[config.mk]
export PLATFORM = sky130hd
export DESIGN_NAME = nncs_div_cell
export DESIGN_NICKNAME = d
export VERILOG_FILES = /design/src/nncs_pkg.sv /design/src/nncs_div_cell.sv
export SDC_FILE = /design/constraint.sdc
export NUM_CORES = 1
export LEC_CHECK = 0
export BUFFER_PORTS_ARGS = -buffer_cell sky130_fd_sc_hd__buf_2
export CAP_MARGIN = 0
export CORE_MARGIN = 5
export CORE_UTILIZATION = 47
export DETAILED_ROUTE_END_ITERATION = 16
export PLACE_DENSITY = 0.88
export RECOVER_POWER = 25
export SYNTH_ARGS = -nofsm -noshare
export SYNTH_HDL_FRONTEND = slang
export SYNTH_SLANG_ARGS = --single-unit
[constraint.sdc]
create_clock -name clk_i -period 0.9 [get_ports clk_i]
set_input_delay 0.045 -clock clk_i [delete_from_list [all_inputs] [get_ports clk_i]]
set_output_delay 0.045 -clock clk_i [all_outputs]
set_load 0.01 [all_outputs]
[src/nncs_pkg.sv]
// Shared types, widths and helpers for the nearest-neighbor crop scaler address engine.
// Used by every module of the block; depends on nothing else.
package nncs_pkg;

  localparam int COORD_BITS      = 12;
  localparam int DIM_BITS        = 16;
  localparam int ADDR_BITS       = 32;
  localparam int BYTES_PER_PIXEL = 2;
  localparam int OUT_COORD_BITS  = 13;
  localparam int CFG_IDX_BITS    = 3;
  localparam int CFG_DATA_BITS   = 32;

  // One restoring division step per cell; the quotient never exceeds DIM_BITS bits.
  localparam int DIV_STEPS = DIM_BITS;
  localparam int PROD_W    = COORD_BITS + DIM_BITS;
  localparam int SEL_W     = DIM_BITS + 1;
  localparam int DIDX_W    = PROD_W + 1;
  localparam int SPROD_W   = SEL_W + DIM_BITS;
  localparam int SIDX_W    = SPROD_W + 1;

  localparam logic [CFG_IDX_BITS-1:0] REG_SOURCE_BASE = 3'd0;
  localparam logic [CFG_IDX_BITS-1:0] REG_DEST_BASE   = 3'd1;
  localparam logic [CFG_IDX_BITS-1:0] REG_SOURCE_SIZE = 3'd2;
  localparam logic [CFG_IDX_BITS-1:0] REG_DEST_SIZE   = 3'd3;
  localparam logic [CFG_IDX_BITS-1:0] REG_ROI_ORIGIN  = 3'd4;
  localparam logic [CFG_IDX_BITS-1:0] REG_ROI_EXTENT  = 3'd5;

  typedef struct packed {
    logic [CFG_DATA_BITS-1:0] source_base;
    logic [CFG_DATA_BITS-1:0] dest_base;
    logic [CFG_DATA_BITS-1:0] source_size;
    logic [CFG_DATA_BITS-1:0] dest_size;
    logic [CFG_DATA_BITS-1:0] roi_origin;
    logic [CFG_DATA_BITS-1:0] roi_extent;
  } cfg_t;

  typedef struct packed {
    logic [DIM_BITS-1:0] org_x;
    logic [DIM_BITS-1:0] org_y;
    logic [DIM_BITS-1:0] ext_w;
    logic [DIM_BITS-1:0] ext_h;
  } roi_t;

  // Item moving through the divider chain. Each axis keeps its partial
  // remainder and a word that holds the unused dividend bits on top and
  // the quotient bits produced so far at the bottom.
  typedef struct packed {
    logic                  valid;
    logic                  err;
    logic [COORD_BITS-1:0] col;
    logic [PROD_W-1:0]     dprod;
    logic [DIM_BITS-1:0]   rem_c;
    logic [DIM_BITS-1:0]   dq_c;
    logic [DIM_BITS-1:0]   rem_r;
    logic [DIM_BITS-1:0]   dq_r;
  } div_item_t;

  typedef struct packed {
    logic [OUT_COORD_BITS-1:0] source_col;
    logic [OUT_COORD_BITS-1:0] source_row;
    logic [ADDR_BITS-1:0]      source_address;
    logic [ADDR_BITS-1:0]      dest_address;
    logic                      coordinate_error;
  } res_t;

  // An empty crop window in either direction selects the whole source frame.
  function automatic roi_t eff_roi(cfg_t cfg);
    roi_t r;
    r.org_x = cfg.roi_origin[15:0];
    r.org_y = cfg.roi_origin[31:16];
    r.ext_w = cfg.roi_extent[15:0];
    r.ext_h = cfg.roi_extent[31:16];
    if (r.ext_w == '0 || r.ext_h == '0) begin
      r.org_x = '0;
      r.org_y = '0;
      r.ext_w = cfg.source_size[15:0];
      r.ext_h = cfg.source_size[31:16];
    end
    return r;
  endfunction

endpackage

[src/nncs_div_cell.sv]
// One cell of the divider chain: a restoring division step for column and row.
// Depends on nncs_pkg.
module nncs_div_cell import nncs_pkg::*; (
  input  logic                clk_i,
  input  logic                rst_ni,
  input  logic                en_i,
  input  logic [DIM_BITS-1:0] div_c_i,
  input  logic [DIM_BITS-1:0] div_r_i,
  input  div_item_t           item_i,
  output div_item_t           item_o
);

  logic [DIM_BITS:0] trial_c;
  logic [DIM_BITS:0] trial_r;
  logic              qbit_c;
  logic              qbit_r;
  div_item_t         item_d;
  div_item_t         item_q;

  // Shift the next dividend bit into the remainder and subtract if it fits.
  assign trial_c = {item_i.rem_c, item_i.dq_c[DIM_BITS-1]};
  assign trial_r = {item_i.rem_r, item_i.dq_r[DIM_BITS-1]};
  assign qbit_c  = trial_c >= {1'b0, div_c_i};
  assign qbit_r  = trial_r >= {1'b0, div_r_i};

  always_comb begin
    item_d       = item_i;
    item_d.rem_c = qbit_c ? DIM_BITS'(trial_c - {1'b0, div_c_i}) : trial_c[DIM_BITS-1:0];
    item_d.rem_r = qbit_r ? DIM_BITS'(trial_r - {1'b0, div_r_i}) : trial_r[DIM_BITS-1:0];
    item_d.dq_c  = {item_i.dq_c[DIM_BITS-2:0], qbit_c};
    item_d.dq_r  = {item_i.dq_r[DIM_BITS-2:0], qbit_r};
  end

  always_ff @(posedge clk_i or negedge rst_ni) begin
    if (!rst_ni) begin
      item_q.valid <= 1'b0;
    end else if (en_i) begin
      item_q <= item_d;
    end
  end

  assign item_o = item_q;

endmodule

==> flow_metrics.env <==
export IMPL_timing_final_crit_share=2.14
export IMPL_fin_nets=1064
export IMPL_layout_common_cells="198 x buf_2, 118 x buf_4, 105 x edfxtp_1"
export IMPL_drt_iter0_drc=537
export IMPL_yosys_warnings=0
export IMPL_clockBufferDepth=2
export IMPL_post_dp_cell_area_um2=8100
export IMPL_grt_pass1_wl_um=34700
export IMPL_run_status="finished, violations left"
export IMPL_core_area_um2=11400
export IMPL_drcViolationCount=0
export IMPL_swShare=0.303
export IMPL_grt_max_degree=38
export IMPL_p_total_mw=15.6
export IMPL_async_flop_share=0.00943
export IMPL_n_antenna_cell=0
export IMPL_path_buf_inv=2
export IMPL_synthCells=425
export IMPL_maxCapViolCount=0
export IMPL_synth_cell_types=58
export IMPL_syn_area_um2=5420
export IMPL_fp_dieArea_um2=13800
export IMPL_p_seq_frac=0.391
export IMPL_synth_flop_cell="edfxtp_1"
export IMPL_cpMostUsedCell="a21oi_2"
export IMPL_fillCellCount=444
export IMPL_dp_hpwl_um=13900
export IMPL_routed_wl_um=26600
export IMPL_area_growth_pct=88.6
export IMPL_fmax_mhz=520
export IMPL_vias=5995
export IMPL_slowest_stage="or4_1"
export IMPL_regArea_um2=3180
export IMPL_leakagePower_nw=4.43
export IMPL_syn_area_per_cell_um2=12.8
export IMPL_tightest_slew_ps=505
export IMPL_ir_worst_vdd_uv=2030
export IMPL_drv_slew=0
export IMPL_finalHoldViolCount=0
export IMPL_skew_ps=0
export IMPL_worstSetupPathType="in -> reg"
export IMPL_critPathCaptureType="flip-flop"
export IMPL_max_stage_delay_ps=440
export IMPL_io_buffer_count=246
export IMPL_power_frac_comb=0.333
export IMPL_path_max_fanout=5
export IMPL_violations="negative setup slack"
export IMPL_drt_pass1_iterations=5
export IMPL_antenna_left=0
export IMPL_holdCritPathClass="in -> reg"
export IMPL_via_per_inst=5.78
export IMPL_pwr_share_clk=0.276
export IMPL_grt_pass1_vias=6054
export IMPL_die_w_um=117
export IMPL_cts_clk_slew_worst_paths_ps=90
export IMPL_synth_edff_count=105
export IMPL_rsz0062_at_grt="true"
export IMPL_powerDensity_nw_per_um2=1530
export IMPL_syn_nets=600
export IMPL_final_cell_area_um2=10200
export IMPL_wl_per_cell_um=25.7
export IMPL_multiInputGateArea_um2=2880
export IMPL_rows=39
export IMPL_fin_crit_ps=1920
export IMPL_globalRoute_totalOverflow=0
export IMPL_ys_ff_latch=106
export IMPL_clock_root_buffer="clkbuf_16"
export IMPL_grtUsageTotal=0.322
export IMPL_ys_seq_area_frac=0.586
export IMPL_clock_sinks=106
export IMPL_layout_drive_gt1_share=0.619
export IMPL_clock_latency_ps=360
export IMPL_cp_start_kind="input pin"
export IMPL_largest_register_ffs=106
export IMPL_relSlewSlack=0.659
export IMPL_setup_ws_ps=-1020
export IMPL_initial_core_util=0.477
export IMPL_die_y_um=117
export IMPL_cp_cell_sequence="buf_6 > inv_4 > ha_4 > a21oi_2 > o211ai_1 > o21ai_1 > a21oi_2 > or4_1 > a41o_1"
export IMPL_switchingPower_mw=4.72
export IMPL_tns_ps=-32460
export IMPL_cts_inserted_buffers=9
export IMPL_setup_viol=136
export IMPL_grt_antenna_before_repair=0
export IMPL_power_internal_mw=10.9
export IMPL_layout_commonest_cell="buf_2"
export IMPL_required_ps=1030
export IMPL_cts_tree="built"
export IMPL_htreeDepth=3
export IMPL_crit_family="compound AO/OA/AOI/OAI gates"
export IMPL_place_gp_congestion=0.911
export IMPL_top_level_ports=247
export IMPL_arrival_ps=2050
per-stage QoR:
| stage | utilization | setup WS [ps] | instances | hold slack [ps] |
|---|---|---|---|---|
| floorplan | - | -1100 | 425 | -251 |
| global placement | 0.712 | -1240 | 907 | -79.8 |
| detailed placement | 0.712 | -1370 | 907 | -76.5 |
| CTS | 0.871 | -824 | 1027 | 0.0583 |
| global route | 0.899 | -1000 | 1037 | 9.45 |
| finish | 0.899 | -1020 | 1037 | 11.7 |
power by group through the flow:
stage | Combinational, mW | Sequential [mW] | Clock, mW
after detailed placement | 3.70 | 6.15 | 0
final | 5.19 | 6.09 | 4.31
after global routing | 5.41 | 6.11 | 4.51
after CTS | 4.51 | 6.04 | 4.19
after floorplan | 1.87 | 6.35 | 0
after global placement | 3.55 | 6.12 | 0
worst paths after layout:
kind | depth (start not counted) | slack, ps | to | start
setup / recovery | 9 | -1020 | item_o[31]$_DFFE_PP_ | div_r_i[7]
hold reg to reg | 2 | 690 | item_o[105]$_DFFE_PN0P_ | item_o[105]$_DFFE_PN0P_
min in group asynchronous | 3 | 160 | item_o[105]$_DFFE_PN0P_ | rst_ni
max in group asynchronous | 3 | 660 | item_o[105]$_DFFE_PN0P_ | rst_ni
setup reg to reg | 2 | -40 | item_o[105]$_DFFE_PN0P_ | item_o[105]$_DFFE_PN0P_
hold / removal | 2 | 10 | item_o[54]$_DFFE_PP_ | item_i[53]
per-layer routing:
layer,share of wire,track usage,vias to the layer above
met2,0.53,0.601,466
met5,0,0,-
met3,0.082,0.0611,133
li1,-,-,2517
met4,0.066,0.130,0
met1,0.32,0.354,2879
synth_stat cells (all sizes together), types with 3 or more instances:
master | count | area, um^2
nand2b | 5 | 31.3
nor2b | 4 | 25.0
o31a | 3 | 26.3
a211oi | 7 | 52.6
and4 | 3 | 26.3
xor2 | 8 | 70.1
inv | 48 | 180
and3 | 4 | 25.0
nand3 | 8 | 40.0
nor3 | 3 | 15.0
a21boi | 3 | 22.5
ha | 32 | 400
nand4 | 3 | 18.8
a21o | 7 | 52.6
mux2 | 17 | 214
or2 | 3 | 18.8
and2 | 5 | 33.8
nand2 | 12 | 45.0
edfxtp | 105 | 3150
o21a | 6 | 45.0
clkbuf | 4 | 15.0
o21ai | 15 | 86.3
buf | 3 | 21.3
o2111ai | 4 | 35.0
nor2 | 27 | 101
xnor2 | 11 | 96.3
nand3b | 5 | 37.5
o211ai | 3 | 22.5
o31ai | 3 | 22.5
mux2i | 5 | 50.1
a21oi | 33 | 165
timing repair:
item | CTS | global route
endpoints found under the hold margin | 78 | 0
endpoints found under the setup margin | 130 | 140
cloned | 1 | 0
hold buffers | 79 | 0
pin swaps | 40 | 36
resized for setup | 135 | 71
setup buffers | 24 | 11
final cells by class:
type	count	area share
clock buffer	10	0.0224
clock inverter	6	0.00832
inverter	48	0.0225
multi-input combinational	264	0.282
sequential	106	0.311
tap	143	0.0175
timing repair buffer	460	0.336
cells by family (layout without fill, tap and decap cells):
| kind of cell | after synthesis | in the layout | synth area share |
|---|---|---|---|
| flops | 106 | 106 | 0.586 |
| compound gates | 103 | 103 | 0.131 |
| simple gates | 86 | 86 | 0.0822 |
| buf+inv | 55 | 524 | 0.0399 |
| fa+ha+maj | 34 | 34 | 0.0812 |
| mux | 22 | 22 | 0.0487 |
| xor+xnor | 19 | 19 | 0.0307 |
Power figures use the tool's default switching activity.
