--- config.mk ---
export PLATFORM = sky130hd
export DESIGN_NAME = nncs_back
export DESIGN_NICKNAME = d
export VERILOG_FILES = /design/src/nncs_pkg.sv /design/src/nncs_back.sv
export SDC_FILE = /design/constraint.sdc
export NUM_CORES = 1
export LEC_CHECK = 0
export BUFFER_PORTS_ARGS = -buffer_cell sky130_fd_sc_hd__clkbuf_2
export CAP_MARGIN = 5
export CORE_MARGIN = 2
export CORE_UTILIZATION = 25
export CTS_CLUSTER_SIZE = 12
export DETAILED_ROUTE_END_ITERATION = 10
export GPL_TIMING_DRIVEN = 0
export SLEW_MARGIN = 10
export SYNTH_ARGS = -nofsm -noshare
export SYNTH_HDL_FRONTEND = slang
export SYNTH_SLANG_ARGS = --single-unit
--- constraint.sdc ---
create_clock -name clk_i -period 6.4 [get_ports clk_i]
set_input_delay 0.64 -clock clk_i [delete_from_list [all_inputs] [get_ports clk_i]]
set_output_delay 0.64 -clock clk_i [all_outputs]
set_load 0.03 [all_outputs]
--- src/nncs_pkg.sv ---
// Shared types, widths and helpers for the nearest-neighbor crop scaler address engine.
// Used by every module of the block; depends on nothing else.
package nncs_pkg;

  localparam int COORD_BITS      = 12;
  localparam int DIM_BITS        = 16;
  localparam int ADDR_BITS       = 32;
  localparam int BYTES_PER_PIXEL = 2;
  localparam int OUT_COORD_BITS  = 13;
  localparam int CFG_IDX_BITS    = 3;
  localparam int CFG_DATA_BITS   = 32;

  // One restoring division step per cell; the quotient never exceeds DIM_BITS bits.
  localparam int DIV_STEPS = DIM_BITS;
  localparam int PROD_W    = COORD_BITS + DIM_BITS;
  localparam int SEL_W     = DIM_BITS + 1;
  localparam int DIDX_W    = PROD_W + 1;
  localparam int SPROD_W   = SEL_W + DIM_BITS;
  localparam int SIDX_W    = SPROD_W + 1;

  localparam logic [CFG_IDX_BITS-1:0] REG_SOURCE_BASE = 3'd0;
  localparam logic [CFG_IDX_BITS-1:0] REG_DEST_BASE   = 3'd1;
  localparam logic [CFG_IDX_BITS-1:0] REG_SOURCE_SIZE = 3'd2;
  localparam logic [CFG_IDX_BITS-1:0] REG_DEST_SIZE   = 3'd3;
  localparam logic [CFG_IDX_BITS-1:0] REG_ROI_ORIGIN  = 3'd4;
  localparam logic [CFG_IDX_BITS-1:0] REG_ROI_EXTENT  = 3'd5;

  typedef struct packed {
    logic [CFG_DATA_BITS-1:0] source_base;
    logic [CFG_DATA_BITS-1:0] dest_base;
    logic [CFG_DATA_BITS-1:0] source_size;
    logic [CFG_DATA_BITS-1:0] dest_size;
    logic [CFG_DATA_BITS-1:0] roi_origin;
    logic [CFG_DATA_BITS-1:0] roi_extent;
  } cfg_t;

  typedef struct packed {
    logic [DIM_BITS-1:0] org_x;
    logic [DIM_BITS-1:0] org_y;
    logic [DIM_BITS-1:0] ext_w;
    logic [DIM_BITS-1:0] ext_h;
  } roi_t;

  // Item moving through the divider chain. Each axis keeps its partial
  // remainder and a word that holds the unused dividend bits on top and
  // the quotient bits produced so far at the bottom.
  typedef struct packed {
    logic                  valid;
    logic                  err;
    logic [COORD_BITS-1:0] col;
    logic [PROD_W-1:0]     dprod;
    logic [DIM_BITS-1:0]   rem_c;
    logic [DIM_BITS-1:0]   dq_c;
    logic [DIM_BITS-1:0]   rem_r;
    logic [DIM_BITS-1:0]   dq_r;
  } div_item_t;

  typedef struct packed {
    logic [OUT_COORD_BITS-1:0] source_col;
    logic [OUT_COORD_BITS-1:0] source_row;
    logic [ADDR_BITS-1:0]      source_address;
    logic [ADDR_BITS-1:0]      dest_address;
    logic                      coordinate_error;
  } res_t;

  // An empty crop window in either direction selects the whole source frame.
  function automatic roi_t eff_roi(cfg_t cfg);
    roi_t r;
    r.org_x = cfg.roi_origin[15:0];
    r.org_y = cfg.roi_origin[31:16];
    r.ext_w = cfg.roi_extent[15:0];
    r.ext_h = cfg.roi_extent[31:16];
    if (r.ext_w == '0 || r.ext_h == '0) begin
      r.org_x = '0;
      r.org_y = '0;
      r.ext_w = cfg.source_size[15:0];
      r.ext_h = cfg.source_size[31:16];
    end
    return r;
  endfunction

endpackage

--- src/nncs_back.sv ---
// Address stages after the divider: origin offset, row products and byte addresses.
// Depends on nncs_pkg.
module nncs_back import nncs_pkg::*; (
  input  logic      clk_i,
  input  logic      rst_ni,
  input  logic      en_i,
  input  cfg_t      cfg_i,
  input  div_item_t item_i,
  output logic      valid_o,
  output res_t      res_o
);

  typedef struct packed {
    logic                 valid;
    logic                 err;
    logic [SEL_W-1:0]     sel_col;
    logic [SEL_W-1:0]     sel_row;
    logic [ADDR_BITS-1:0] dst_addr;
  } sel_t;

  typedef struct packed {
    logic                 valid;
    logic                 err;
    logic [SEL_W-1:0]     sel_col;
    logic [SEL_W-1:0]     sel_row;
    logic [SPROD_W-1:0]   sprod;
    logic [ADDR_BITS-1:0] dst_addr;
  } prod_t;

  roi_t                 back_roi;
  logic [DIDX_W-1:0]    didx;
  logic [SIDX_W-1:0]    sidx;
  logic [ADDR_BITS-1:0] src_addr;
  sel_t                 sel_d;
  sel_t                 sel_q;
  prod_t                prod_d;
  prod_t                prod_q;

  assign back_roi = eff_roi(cfg_i);
  assign didx     = DIDX_W'(item_i.dprod) + DIDX_W'(item_i.col);

  always_comb begin
    sel_d.valid    = item_i.valid;
    sel_d.err      = item_i.err;
    sel_d.sel_col  = SEL_W'(back_roi.org_x) + SEL_W'(item_i.dq_c);
    sel_d.sel_row  = SEL_W'(back_roi.org_y) + SEL_W'(item_i.dq_r);
    sel_d.dst_addr = cfg_i.dest_base[ADDR_BITS-1:0]
                   + ADDR_BITS'(didx) * ADDR_BITS'(BYTES_PER_PIXEL);
  end

  always_comb begin
    prod_d.valid    = sel_q.valid;
    prod_d.err      = sel_q.err;
    prod_d.sel_col  = sel_q.sel_col;
    prod_d.sel_row  = sel_q.sel_row;
    prod_d.sprod    = SPROD_W'(sel_q.sel_row) * SPROD_W'(cfg_i.source_size[15:0]);
    prod_d.dst_addr = sel_q.dst_addr;
  end

  always_ff @(posedge clk_i or negedge rst_ni) begin
    if (!rst_ni) begin
      sel_q.valid  <= 1'b0;
      prod_q.valid <= 1'b0;
    end else if (en_i) begin
      sel_q  <= sel_d;
      prod_q <= prod_d;
    end
  end

  assign sidx     = SIDX_W'(prod_q.sprod) + SIDX_W'(prod_q.sel_col);
  assign src_addr = cfg_i.source_base[ADDR_BITS-1:0]
                  + ADDR_BITS'(sidx) * ADDR_BITS'(BYTES_PER_PIXEL);

  // A coordinate outside the destination frame returns all-zero fields with coordinate_error set.
  always_comb begin
    res_o.coordinate_error = prod_q.err;
    res_o.source_col       = prod_q.err ? '0 : prod_q.sel_col[OUT_COORD_BITS-1:0];
    res_o.source_row       = prod_q.err ? '0 : prod_q.sel_row[OUT_COORD_BITS-1:0];
    res_o.source_address   = prod_q.err ? '0 : src_addr;
    res_o.dest_address     = prod_q.err ? '0 : prod_q.dst_addr;
  end

  assign valid_o = prod_q.valid;

endmodule

==> results.py <==
metrics = {
    "global_routing": {
        "grt_max_degree": 63,
        "grt_use_total": 0.144,
        "antenna_found_initial": 10,
        "grt_overflow": 0,
        "grt_pass1_wl_mm": 91.3,
        "grt_pass1_vias": 15878,
    },
    "timing": {
        "tightest_slew_ns": 1.18,
        "fin_tns_setup_ns": 0,
        "setup_viol": 0,
        "period_needed_ns": 6.24,
        "final_max_slew_viol_count": 0,
        "slew_headroom": 0.211,
        "hold_violations": 0,
        "final.period_utilization": 0.976,
        "fmax_mhz": 160,
        "skew_ns": 0.00889,
    },
    "cts": {
        "clockBufferDepth": 2,
        "clock_latency_ns": 0.48,
        "clock-sinks": 163,
        "htreeDepth": 4,
        "cts_made_buffers": 17,
        "root_buffer": "clkbuf_16",
        "cts_tree": "built",
        "cts.clk_slew.worst_paths_ns": 0.07,
    },
    "pwr": {
        "p_switching_mw": 7.41,
        "finalPower_mw": 15.1,
        "p_int_mw": 7.66,
        "vdd_drop_max_uv": 687,
        "p_per_area_nw_per_um2": 618,
        "combPwrFrac": 0.804,
        "power_frac_clock": 0.067,
        "leakagePower_nw": 11.3,
        "pwr-share-seq": 0.129,
        "p_sw_frac": 0.492,
    },
    "floorplan": {
        "die_x_um": 290,
        "die_h_um": 290,
        "ios": 393,
        "num_rows": 104,
        "die-area_um2": 83800,
        "start_util": 0.253,
        "design.core.area_um2": 80700,
    },
    "routing": {
        "drt-pass1-iter-count": 5,
        "via_count": 16087,
        "ant_nets": 0,
        "routed_wl_mm": 59.7,
        "viasPerCell": 4.50,
        "drt_iter0_markers": 835,
        "route.detailed.drc": 0,
        "wire_per_inst_um": 16.7,
    },
    "setup_path": {
        "cp_data_required_time_ns": 6.62,
        "endpoint_kind": "flip-flop",
        "rrSetupSlack_ns": 0.17,
        "critPathTopFamily": "adder cells",
        "cp_common_cell": "fa_1",
        "startpoint_type": "primary input",
        "path_max_fanout": 10,
        "critical_path_class": "in2reg",
        "critical_path_arrival_ns": 6.46,
        "path_buf_inv": 5,
        "crit_slowest_cell": "fa_1",
        "cpPeakStageDelay_ns": 0.57,
        "worstPathCellList": "clkbuf_2 -> buf_2 -> nand2_1 -> fa_1 -> fa_1 -> inv_1 -> fa_1 -> inv_1 -> fa_1 -> fa_1 -> fa_1 -> inv_1 -> ha_4 -> a21o_1 -> a21oi_1 -> o21bai_1 -> a211o_1 -> a31oi_4 -> o311ai_4 -> a311o_1 -> a21oi_2 -> xnor2_1",
    },
    "synth": {
        "synth-edff-count": 161,
        "yosysSeqAreaShare": 0.240,
        "ys_async_sr_fraction": 0.0123,
        "synth_ff_type": "edfxtp_1",
        "ys_ff_latch": 163,
        "syn_inst": 2139,
        "synthesis.area_um2": 20400,
        "synth_cell_type_count": 71,
        "ys_warn_count": 0,
        "syn_avg_cell_area_um2": 9.53,
        "synthesis.nets": 2867,
    },
    "final_layout": {
        "drive_above_1_share": 0.178,
        "layout.nets": 3231,
        "area.growth.synth_to_final_pct": 19.7,
        "nFillCells": 8530,
        "multi_input_area_um2": 14300,
        "layout.area.seq_um2": 4880,
    },
    "placement": {
        "port_buffers": 311,
        "place_congestion": 0.894,
        "dp_hpwl_mm": 49.6,
    },
    "status": {
        "status": "finished, final reports clean",
    },
    "hold_path": {
        "worstHoldPathType": "in2reg",
    },
    "flow_run": {
        "cap_violations": 0,
    },
}
-- cells in the final DEF, fill, tap and decap left out, types with 22 or more instances in the layout --
master	count
nand3_1	24
nor3_1	25
inv_1	282
xnor2_1	100
a21o_1	52
o21ai_0	46
nand2_1	220
a21oi_1	118
and3_1	44
edfxtp_1	161
fa_1	212
buf_4	36
clkbuf_2	320
nor2_1	107
clkbuf_1	22
o21bai_1	23
xor2_1	53
and2_1	136
ha_1	212
nor2b_1	74
-- power by group through the flow --
stage	Clock, mW	Sequential, mW	Combinational, mW
finish	1.01	1.95	12.1
global route	1.10	1.97	13.7
CTS	1.06	1.96	11.6
detailed placement	0	2.00	11.4
global placement	0	2.00	11.3
floorplan	0	1.95	9.07
-- per-layer routing --
metal / wire [um] / track usage
met5: 66 / 0
met4: 813 / 0.0313
met3: 4290 / 0.0378
met2: 25800 / 0.222
met1: 28700 / 0.203
-- cell type report --
type	instances	area share
tap	1060	0.0544
clock buffer	20	0.0187
timing repair buffer	348	0.0778
multi-input combinational	1638	0.588
inverter	282	0.0434
sequential	163	0.200
clock inverter	12	0.00487
antenna	1	0.000103
buffer	53	0.0129
-- per-stage QoR --
stage / hold slack (ns) / instances / utilization / area [um^2] / setup WS (ns)
floorplan: 0.344 / 2139 / - / 20400 / 0.0676
detailed placement: 0.405 / 3513 / 0.289 / 23300 / -0.809
finish: 0.337 / 3577 / 0.302 / 24400 / 0.156
global route: 0.311 / 3576 / 0.302 / 24400 / -0.00479
CTS: 0.299 / 3562 / 0.299 / 24100 / 0.00144
global placement: 0.401 / 3510 / 0.288 / 23300 / -0.740
-- kinds of logic (layout without fill, tap and decap cells) --
group                      Yosys count  count (layout)  share of synthesized area
other                                0               1                          0
AOI/OAI and AO/OA                  346             346                      0.113
DFF                                163             163                      0.240
adders and majority gates          427             427                      0.341
buffers and inverters              338             715                     0.0624
xor gates and xnor gates           153             153                     0.0657
and+or+nand+nor                    706             706                      0.176
muxes                                6               6                    0.00319
-- registers in the layout, indices dropped and copies added (netlist names) --
| signal | count |
|---|---|
| prod_d | 68 |
| prod_q | 93 |
| res_o | 1 |
| valid_o | 1 |
-- worst paths after layout --
path,from,endpoint,depth (start not counted)
max in group asynchronous,rst_ni,prod_d[100]$_DFFE_PN0P_,2
min,cfg_i[128],prod_d[0]$_DFFE_PP_,1
min reg2reg,prod_d[85]$_DFFE_PP_,prod_q[85]$_DFFE_PP_,0
max,cfg_i[100],prod_q[62]$_DFFE_PP_,22
max reg2reg,prod_d[77]$_DFFE_PP_,prod_q[62]$_DFFE_PP_,22
min in group asynchronous,rst_ni,valid_o$_DFFE_PN0P_,2
-- Yosys cell counts (53+ instances only) --
| cell type | count | share of area |
|---|---|---|
| inv_1 | 282 | 0.052 |
| nand2_1 | 220 | 0.041 |
| ha_1 | 214 | 0.13 |
| fa_1 | 213 | 0.21 |
| edfxtp_1 | 161 | 0.24 |
| and2_1 | 140 | 0.043 |
| a21oi_1 | 120 | 0.029 |
| nor2_1 | 108 | 0.020 |
| xnor2_1 | 100 | 0.043 |
| nor2b_1 | 74 | 0.023 |
| xor2_1 | 53 | 0.023 |
-- repair_timing --
action,in CTS,in global routing
hold buffers,1,0
endpoints found under the setup margin,12,12
gates resized for setup,43,48
buffers inserted,18,15
endpoints found under the hold margin,2,0
cloned,0,0
pin swaps,0,11
Note: power is estimated with default switching activity, not from simulation.
