### src/nncs_pkg.sv
// Shared types, widths and helpers for the nearest-neighbor crop scaler address engine.
// Used by every module of the block; depends on nothing else.
package nncs_pkg;

  localparam int COORD_BITS      = 12;
  localparam int DIM_BITS        = 16;
  localparam int ADDR_BITS       = 32;
  localparam int BYTES_PER_PIXEL = 2;
  localparam int OUT_COORD_BITS  = 13;
  localparam int CFG_IDX_BITS    = 3;
  localparam int CFG_DATA_BITS   = 32;

  // One restoring division step per cell; the quotient never exceeds DIM_BITS bits.
  localparam int DIV_STEPS = DIM_BITS;
  localparam int PROD_W    = COORD_BITS + DIM_BITS;
  localparam int SEL_W     = DIM_BITS + 1;
  localparam int DIDX_W    = PROD_W + 1;
  localparam int SPROD_W   = SEL_W + DIM_BITS;
  localparam int SIDX_W    = SPROD_W + 1;

  localparam logic [CFG_IDX_BITS-1:0] REG_SOURCE_BASE = 3'd0;
  localparam logic [CFG_IDX_BITS-1:0] REG_DEST_BASE   = 3'd1;
  localparam logic [CFG_IDX_BITS-1:0] REG_SOURCE_SIZE = 3'd2;
  localparam logic [CFG_IDX_BITS-1:0] REG_DEST_SIZE   = 3'd3;
  localparam logic [CFG_IDX_BITS-1:0] REG_ROI_ORIGIN  = 3'd4;
  localparam logic [CFG_IDX_BITS-1:0] REG_ROI_EXTENT  = 3'd5;

  typedef struct packed {
    logic [CFG_DATA_BITS-1:0] source_base;
    logic [CFG_DATA_BITS-1:0] dest_base;
    logic [CFG_DATA_BITS-1:0] source_size;
    logic [CFG_DATA_BITS-1:0] dest_size;
    logic [CFG_DATA_BITS-1:0] roi_origin;
    logic [CFG_DATA_BITS-1:0] roi_extent;
  } cfg_t;

  typedef struct packed {
    logic [DIM_BITS-1:0] org_x;
    logic [DIM_BITS-1:0] org_y;
    logic [DIM_BITS-1:0] ext_w;
    logic [DIM_BITS-1:0] ext_h;
  } roi_t;

  // Item moving through the divider chain. Each axis keeps its partial
  // remainder and a word that holds the unused dividend bits on top and
  // the quotient bits produced so far at the bottom.
  typedef struct packed {
    logic                  valid;
    logic                  err;
    logic [COORD_BITS-1:0] col;
    logic [PROD_W-1:0]     dprod;
    logic [DIM_BITS-1:0]   rem_c;
    logic [DIM_BITS-1:0]   dq_c;
    logic [DIM_BITS-1:0]   rem_r;
    logic [DIM_BITS-1:0]   dq_r;
  } div_item_t;

  typedef struct packed {
    logic [OUT_COORD_BITS-1:0] source_col;
    logic [OUT_COORD_BITS-1:0] source_row;
    logic [ADDR_BITS-1:0]      source_address;
    logic [ADDR_BITS-1:0]      dest_address;
    logic                      coordinate_error;
  } res_t;

  // An empty crop window in either direction selects the whole source frame.
  function automatic roi_t eff_roi(cfg_t cfg);
    roi_t r;
    r.org_x = cfg.roi_origin[15:0];
    r.org_y = cfg.roi_origin[31:16];
    r.ext_w = cfg.roi_extent[15:0];
    r.ext_h = cfg.roi_extent[31:16];
    if (r.ext_w == '0 || r.ext_h == '0) begin
      r.org_x = '0;
      r.org_y = '0;
      r.ext_w = cfg.source_size[15:0];
      r.ext_h = cfg.source_size[31:16];
    end
    return r;
  endfunction

endpackage

### src/nncs_front.sv
// Entry stage: range check of the destination coordinate and the scaling products.
// Depends on nncs_pkg.
module nncs_front import nncs_pkg::*; (
  input  logic                  clk_i,
  input  logic                  rst_ni,
  input  logic                  en_i,
  input  logic                  valid_i,
  input  logic [COORD_BITS-1:0] dest_col_i,
  input  logic [COORD_BITS-1:0] dest_row_i,
  input  cfg_t                  cfg_i,
  output div_item_t             item_o
);

  roi_t                item_roi;
  logic [DIM_BITS-1:0] dst_w;
  logic [DIM_BITS-1:0] dst_h;
  logic [PROD_W-1:0]   prod_c;
  logic [PROD_W-1:0]   prod_r;
  div_item_t           item_d;
  div_item_t           item_q;

  assign item_roi = eff_roi(cfg_i);
  assign dst_w    = cfg_i.dest_size[15:0];
  assign dst_h    = cfg_i.dest_size[31:16];
  assign prod_c   = PROD_W'(dest_col_i) * PROD_W'(item_roi.ext_w);
  assign prod_r   = PROD_W'(dest_row_i) * PROD_W'(item_roi.ext_h);

  // The high part of each dividend is already below the divisor, so the
  // division needs only as many steps as the quotient has bits.
  always_comb begin
    item_d.valid = valid_i;
    item_d.err   = !((DIM_BITS'(dest_col_i) < dst_w) && (DIM_BITS'(dest_row_i) < dst_h));
    item_d.col   = dest_col_i;
    item_d.dprod = PROD_W'(dest_row_i) * PROD_W'(dst_w);
    item_d.rem_c = DIM_BITS'(prod_c[PROD_W-1:DIM_BITS]);
    item_d.dq_c  = prod_c[DIM_BITS-1:0];
    item_d.rem_r = DIM_BITS'(prod_r[PROD_W-1:DIM_BITS]);
    item_d.dq_r  = prod_r[DIM_BITS-1:0];
  end

  always_ff @(posedge clk_i or negedge rst_ni) begin
    if (!rst_ni) begin
      item_q.valid <= 1'b0;
    end else if (en_i) begin
      item_q <= item_d;
    end
  end

  assign item_o = item_q;

endmodule

### config.mk
export PLATFORM = sky130hd
export DESIGN_NAME = nncs_front
export DESIGN_NICKNAME = d
export VERILOG_FILES = /design/src/nncs_pkg.sv /design/src/nncs_front.sv
export SDC_FILE = /design/constraint.sdc
export NUM_CORES = 1
export LEC_CHECK = 0
export ABC_AREA = 1
export BUFFER_PORTS_ARGS = -buffer_cell sky130_fd_sc_hd__buf_2
export CORE_UTILIZATION = 40
export DETAILED_ROUTE_END_ITERATION = 6
export PLACE_DENSITY = 0.62
export SYNTH_ARGS = -nofsm -noshare
export SYNTH_HDL_FRONTEND = slang
export SYNTH_SLANG_ARGS = --single-unit
### constraint.sdc
create_clock -name clk_i -period 0.9 [get_ports clk_i]
set_input_delay 0 -clock clk_i [delete_from_list [all_inputs] [get_ports clk_i]]
set_output_delay 0 -clock clk_i [all_outputs]
set_load 0.05 [all_outputs]
==> qor.yml, run 1 <==
synth_cell_type_count: 32
layout.nets: 4728
grt_max_degree: 37
n_fill_cell: 5345
start_util_pct: 40.5
place_inst: 4553
final_hold_viol_count: 0
leakage_nw: 18.5
antenna_cells: 0
synth-edff-count: 97
largest_register_ffs: 98
drtPass1Iterations: 7
fin_area_um2: 34500
slew_violations: 0
final_cell_mix: "775 x inv_1, 525 x nand2_1, 456 x buf_4"
numPortBuffers: 221
ys_seq_area_share_pct: 12.0
hold_class: "input port to flop"
holdPathEnd: "item_o[105]"
hold_depth: 3
htreeDepth: 3
max-cap-violations: 0
syn_avg_cell_area_um2: 7.69
routed-via-count: 22600
cts.sink_count: 98
fp.dieW_um: 249
boundaryPins: 326
violations: "setup timing"
slew_headroom_pct: 66.4
synth-seq-cells: 98
route.detailed.vias_per_inst: 4.86
finalPower_mw: 144
coreArea_um2: 60200
cts_tree: "yes"
rows: 90
final_common_cell: "inv_1"
die_area_um2: 62000
root_buffer: "clkbuf_16"
setup_viol: 181
syn_to_final_growth_pct: 41.5
drive_gt1_share_pct: 34.9
crit_type: "input port to flop"
reg2reg_from: "item_o[105]"
fin_skew_ns: 0
crit_fanout: 5
grt_usage_pct: 25.3
r2r-end: "item_o[105]"
fin_tns_setup_ns: -259.13
min_from: "en_i"
cts.clk_slew.worst_paths_ns: 0.08
register_area_um2: 2940
post-route-min-period_ns: 4.88
synth_cells: 3169
numCtsBuffers: 9
die_h_um: 249
rrSetupSlack_ns: 0.11
ant_nets: 0
fin_hold_ws_ns: 0.0271
clockBufferDepth: 2
yosysWarningCount: 0
ir_worst_vdd_v: 0.00437
fin_crit_sh_pct: 542
status: "finished, violations left"
fmax_mhz: 205
worstPathArrival_ns: 5.04
clock_latency_ns: 0.40
multi_input_area_um2: 20500
globalplace.congestion: 0.962
first_global_vias: 23000
wl_per_cell_um: 16.7
antenna_found_initial: 0
cp-start-kind: "input port"
pwr_density_cell_nw_per_um2: 4170
rsz0062_at_grt: "true"
overflow: 0
drtIter0Drc: 1338
worstMarginPinSlew_ns: 0.504
detailed_place_hpwl_mm: 63.6
totalWireLength_mm: 77.6
synthesis.area_um2: 24400
asyncSetResetFlopFracSynth_pct: 1.02
r2r_cells: 1
grt_pass1_wl_mm: 122
drc: 0
synth-main-ff-cell: "edfxtp_1"
final_cells: 4655
place_area_um2: 31100
endpoint_kind: "flop"
crit_required_ns: 1.07
finalWorstSetupSlack_ns: -3.98
## per-layer routing
layer | track usage (%) | vias to the layer above | part of all wire, % | wire, um
li1 | - | 10800 | - | -
met1 | 33.1 | 11000 | 42 | 32600
met2 | 43.4 | 779 | 49 | 38300
met3 | 3.53 | 91 | 6.3 | 4910
met4 | 7.17 | 0 | 2.3 | 1810
met5 | 0 | - | 0 | 0
## cells by family (layout without fill, tap and decap cells)
family	after synthesis	after routing	synth area share (%)
simple gates	1359	1360	24.0
compound gates	61	61	1.30
buf+inv	963	1659	15.1
xor+xnor	46	46	1.65
other cells	1	8	0.0154
flops	98	98	12.0
mux	1	1	0.0462
fa+ha+maj	640	640	45.8
## area by class of cell
cell class	count	share of cell area (%)
Tap cell	782	2.84
Timing Repair Buffer	766	18.4
Clock inverter	6	0.236
Clock buffer	10	0.664
Sequential cell	98	8.52
Multi-Input combinational cell	2116	59.5
Inverter	877	9.79
## per-stage QoR
| stage | setup WS, ns | util [%] |
|---|---|---|
| finish | -3.98 | 57.3 |
| global route | -4.17 | 57.3 |
| CTS | -3.92 | 55.2 |
| detailed placement | -4.67 | 51.6 |
| global placement | -4.65 | 51.6 |
| floorplan | -3.71 | - |
## power by group
| part | internal (mW) | switching, mW |
|---|---|---|
| clock | 2.42 | 2.04 |
| sequential | 9.87 | 0.453 |
| combinational | 55.7 | 73.4 |
## timing repair
action | in CTS | in global routing
buffers inserted | 36 | 40
endpoints found under the hold margin | 4 | 0
resized for setup | 344 | 267
setup endpoints to repair | 181 | 181
pin swaps | 145 | 121
cloned | 8 | 1
hold buffers | 5 | 0
## cells in the mapped netlist (4+ instances only)
master	number	area share [%]
xor2_1	36	1.3
a21oi_1	52	1.1
nand3_1	311	6.4
xnor2_1	10	0.36
edfxtp_1	97	12
nor3_1	6	0.12
clkbuf_1	57	0.88
nand2_1	694	11
fa_1	420	34
ha_1	220	11
nand4_1	25	0.64
o21ai_0	4	0.082
and2_1	5	0.13
nand2_2	31	0.80
nand3_2	26	1.1
nor2_1	246	3.8
buf_4	9	0.28
nand3b_1	10	0.31
inv_2	18	0.28
buf_1	4	0.062
buf_2	13	0.27
inv_1	856	13
## worst max path at each step
| stage | start | end | slack (ns) | depth (start not counted) |
|---|---|---|---|---|
| 6_report | cfg_i[11] | item_o[21] | -3.98 | 28 |
| 2_1_floorplan | cfg_i[5] | item_o[21] | -3.71 | 28 |
| 3_3_place_gp | cfg_i[10] | item_o[22] | -4.65 | 26 |
| 3_5_place_dp | cfg_i[10] | item_o[22] | -4.67 | 27 |
| 5_1_grt | cfg_i[11] | item_o[21] | -4.17 | 30 |
| 4_1_cts | cfg_i[12] | item_o[21] | -3.92 | 28 |
## critical path, cell delays in order
cell and delay (ns):
buf_6 0.09, inv_2 0.05, nand4_1 0.13, nor2_4 0.23, nand2_4 0.12, nand2_4 0.12, buf_12 0.13, buf_16 0.14
nand2_8 0.06, nand2_4 0.10, nor2_4 0.04, fa_1 0.56, inv_2 0.04, fa_1 0.53, inv_1 0.05, fa_1 0.45
fa_1 0.51, inv_2 0.04, fa_1 0.51, inv_2 0.06, ha_4 0.30, nand2_4 0.08, nor2_4 0.17, nand3_2 0.10
nand3b_1 0.17, nand2_1 0.10, nand3_1 0.08, nand2_1 0.05
No activity file was read; power rests on OpenSTA's default activity.
==> inputs of run 2 (changes only) <==
==> constraint.sdc (replaced) <==
create_clock -name clk_i -period 0.9 [get_ports clk_i]
set_input_delay 0 -clock clk_i [delete_from_list [all_inputs] [get_ports clk_i]]
set_output_delay 0 -clock clk_i [all_outputs]
set_load 0.1 [all_outputs]
==> qor.yml, run 2 (synthesized netlist as in run 1, its figures left out) <==
cp-start-kind: "input port"
fin_crit_sh_pct: 538
post-route-min-period_ns: 4.85
status: "finished, violations left"
drtPass1Iterations: 7
place_area_um2: 32600
final_cell_mix: "761 x inv_1, 508 x nand2_1, 464 x buf_4"
die_area_um2: 62000
route.detailed.vias_per_inst: 4.93
drive_gt1_share_pct: 36.4
drc: 0
utilization_pct: 60.4
final_hold_viol_count: 0
layout.nets: 4739
start_util_pct: 40.5
die_h_um: 249
antenna_cells: 0
clockBufferDepth: 2
endpoint_kind: "flop"
htreeDepth: 3
fmax_mhz: 206
globalplace.congestion: 0.964
fin_area_um2: 36400
totalWireLength_mm: 78.5
detailed_place_hpwl_mm: 64.2
setup_viol: 181
syn_to_final_growth_pct: 49.3
final_common_cell: "inv_1"
drtIter0Drc: 1518
cts_tree: "yes"
violations: "setup timing"
hold_class: "input port to flop"
crit_required_ns: 1.08
fin_skew_ns: 0
boundaryPins: 326
worstPathArrival_ns: 5.03
fp.dieW_um: 249
numCtsBuffers: 9
largest_register_ffs: 98
routed-via-count: 23000
first_global_vias: 23500
slew_violations: 0
numPortBuffers: 221
path_common_cell: "fa_1"
finalWorstSetupSlack_ns: -3.95
wl_per_cell_um: 16.8
grt_max_degree: 23
root_buffer: "clkbuf_16"
crit_type: "input port to flop"
antenna_found_initial: 1
coreArea_um2: 60200
overflow: 0
grt_pass1_wl_mm: 124
slowest_delay_ns: 0.54
rows: 90
max-cap-violations: 0
cts.clk_slew.worst_paths_ns: 0.09
ant_nets: 0
cts.sink_count: 98
n_fill_cell: 5102
crit_fanout: 7
clock_latency_ns: 0.40
rsz0062_at_grt: "true"
slowest_stage: "fa_1"
grt_usage_pct: 25.6
==> run 2: changes by cell type in the layout (fill, tap and decap cells not counted), sizes merged <==
| cell | previous run | this run |
|---|---|---|
| buf | 757 | 771 |
| inv | 872 | 875 |
| clkinvlp | 2 | 1 |
| clkinv | 7 | 4 |
| nand2 | 725 | 726 |
| clkbuf | 11 | 9 |
| bufinv | 2 | 4 |
| bufbuf | 3 | 0 |
==> run 2: repair_timing <==
item | CTS | global route
hold buffers | 5 | 0
pin swaps | 173 | 128
setup buffers | 53 | 31
hold endpoints to repair | 4 | 0
gates resized for setup | 478 | 183
cloned | 5 | 1
setup endpoints to repair | 181 | 181
==> run 2: critical path, delay by kind of cell <==
family	cells	cell delay (ns)
buffers and inverters	8	0.68
adder cells (fa/ha/maj)	6	2.83
AND/OR/NAND/NOR	14	1.53
==> run 2: cell type report <==
cell class | count | area (um^2) | share of cell area (%)
clock buffer | 9 | 225 | 0.619
clock inverter | 7 | 146 | 0.402
inverter | 877 | 3380 | 9.28
multi-input combinational | 2117 | 21000 | 57.7
sequential | 98 | 2940 | 8.08
tap | 782 | 978 | 2.69
timing repair buffer | 776 | 7740 | 21.3
==> run 2: metrics by stage <==
step | setup slack, ns | std cells | hold WS [ns] | setup TNS [ns]
floorplan | -3.71 | 3176 | -0.296 | -331.12
global placement | -4.61 | 4558 | -0.182 | -300.59
detailed placement | -4.65 | 4558 | -0.181 | -302.95
CTS | -3.89 | 4636 | 0.00475 | -259.15
global route | -4.14 | 4666 | 0.0185 | -273.56
finish | -3.95 | 4666 | 0.0220 | -260.06
==> run 2: final timing paths <==
| check | start | to | slack (ns) | depth (start not counted) |
|---|---|---|---|---|
| setup reg to reg | item_o[105] | item_o[105] | 0.04 | 1 |
| min in group asynchronous | rst_ni | item_o[105] | 0.51 | 3 |
| setup / recovery | cfg_i[15] | item_o[21] | -3.95 | 28 |
| hold / removal | dest_col_i[6] | item_o[98] | 0.02 | 2 |
| hold reg to reg | item_o[105] | item_o[105] | 0.60 | 1 |
| max in group asynchronous | rst_ni | item_o[105] | 0.27 | 3 |
==> run 2: per-layer routing <==
metal,vias up,global-route usage (%),wire length (um)
met5,-,0,13
met4,2,9.42,2960
met3,178,4.32,5550
met2,844,43.1,37800
met1,11200,32.9,32200
li1,10800,-,-
Power of run 2 is not shown: default switching activity piles up to over one toggle a cycle in this logic, so the estimate is an artifact.
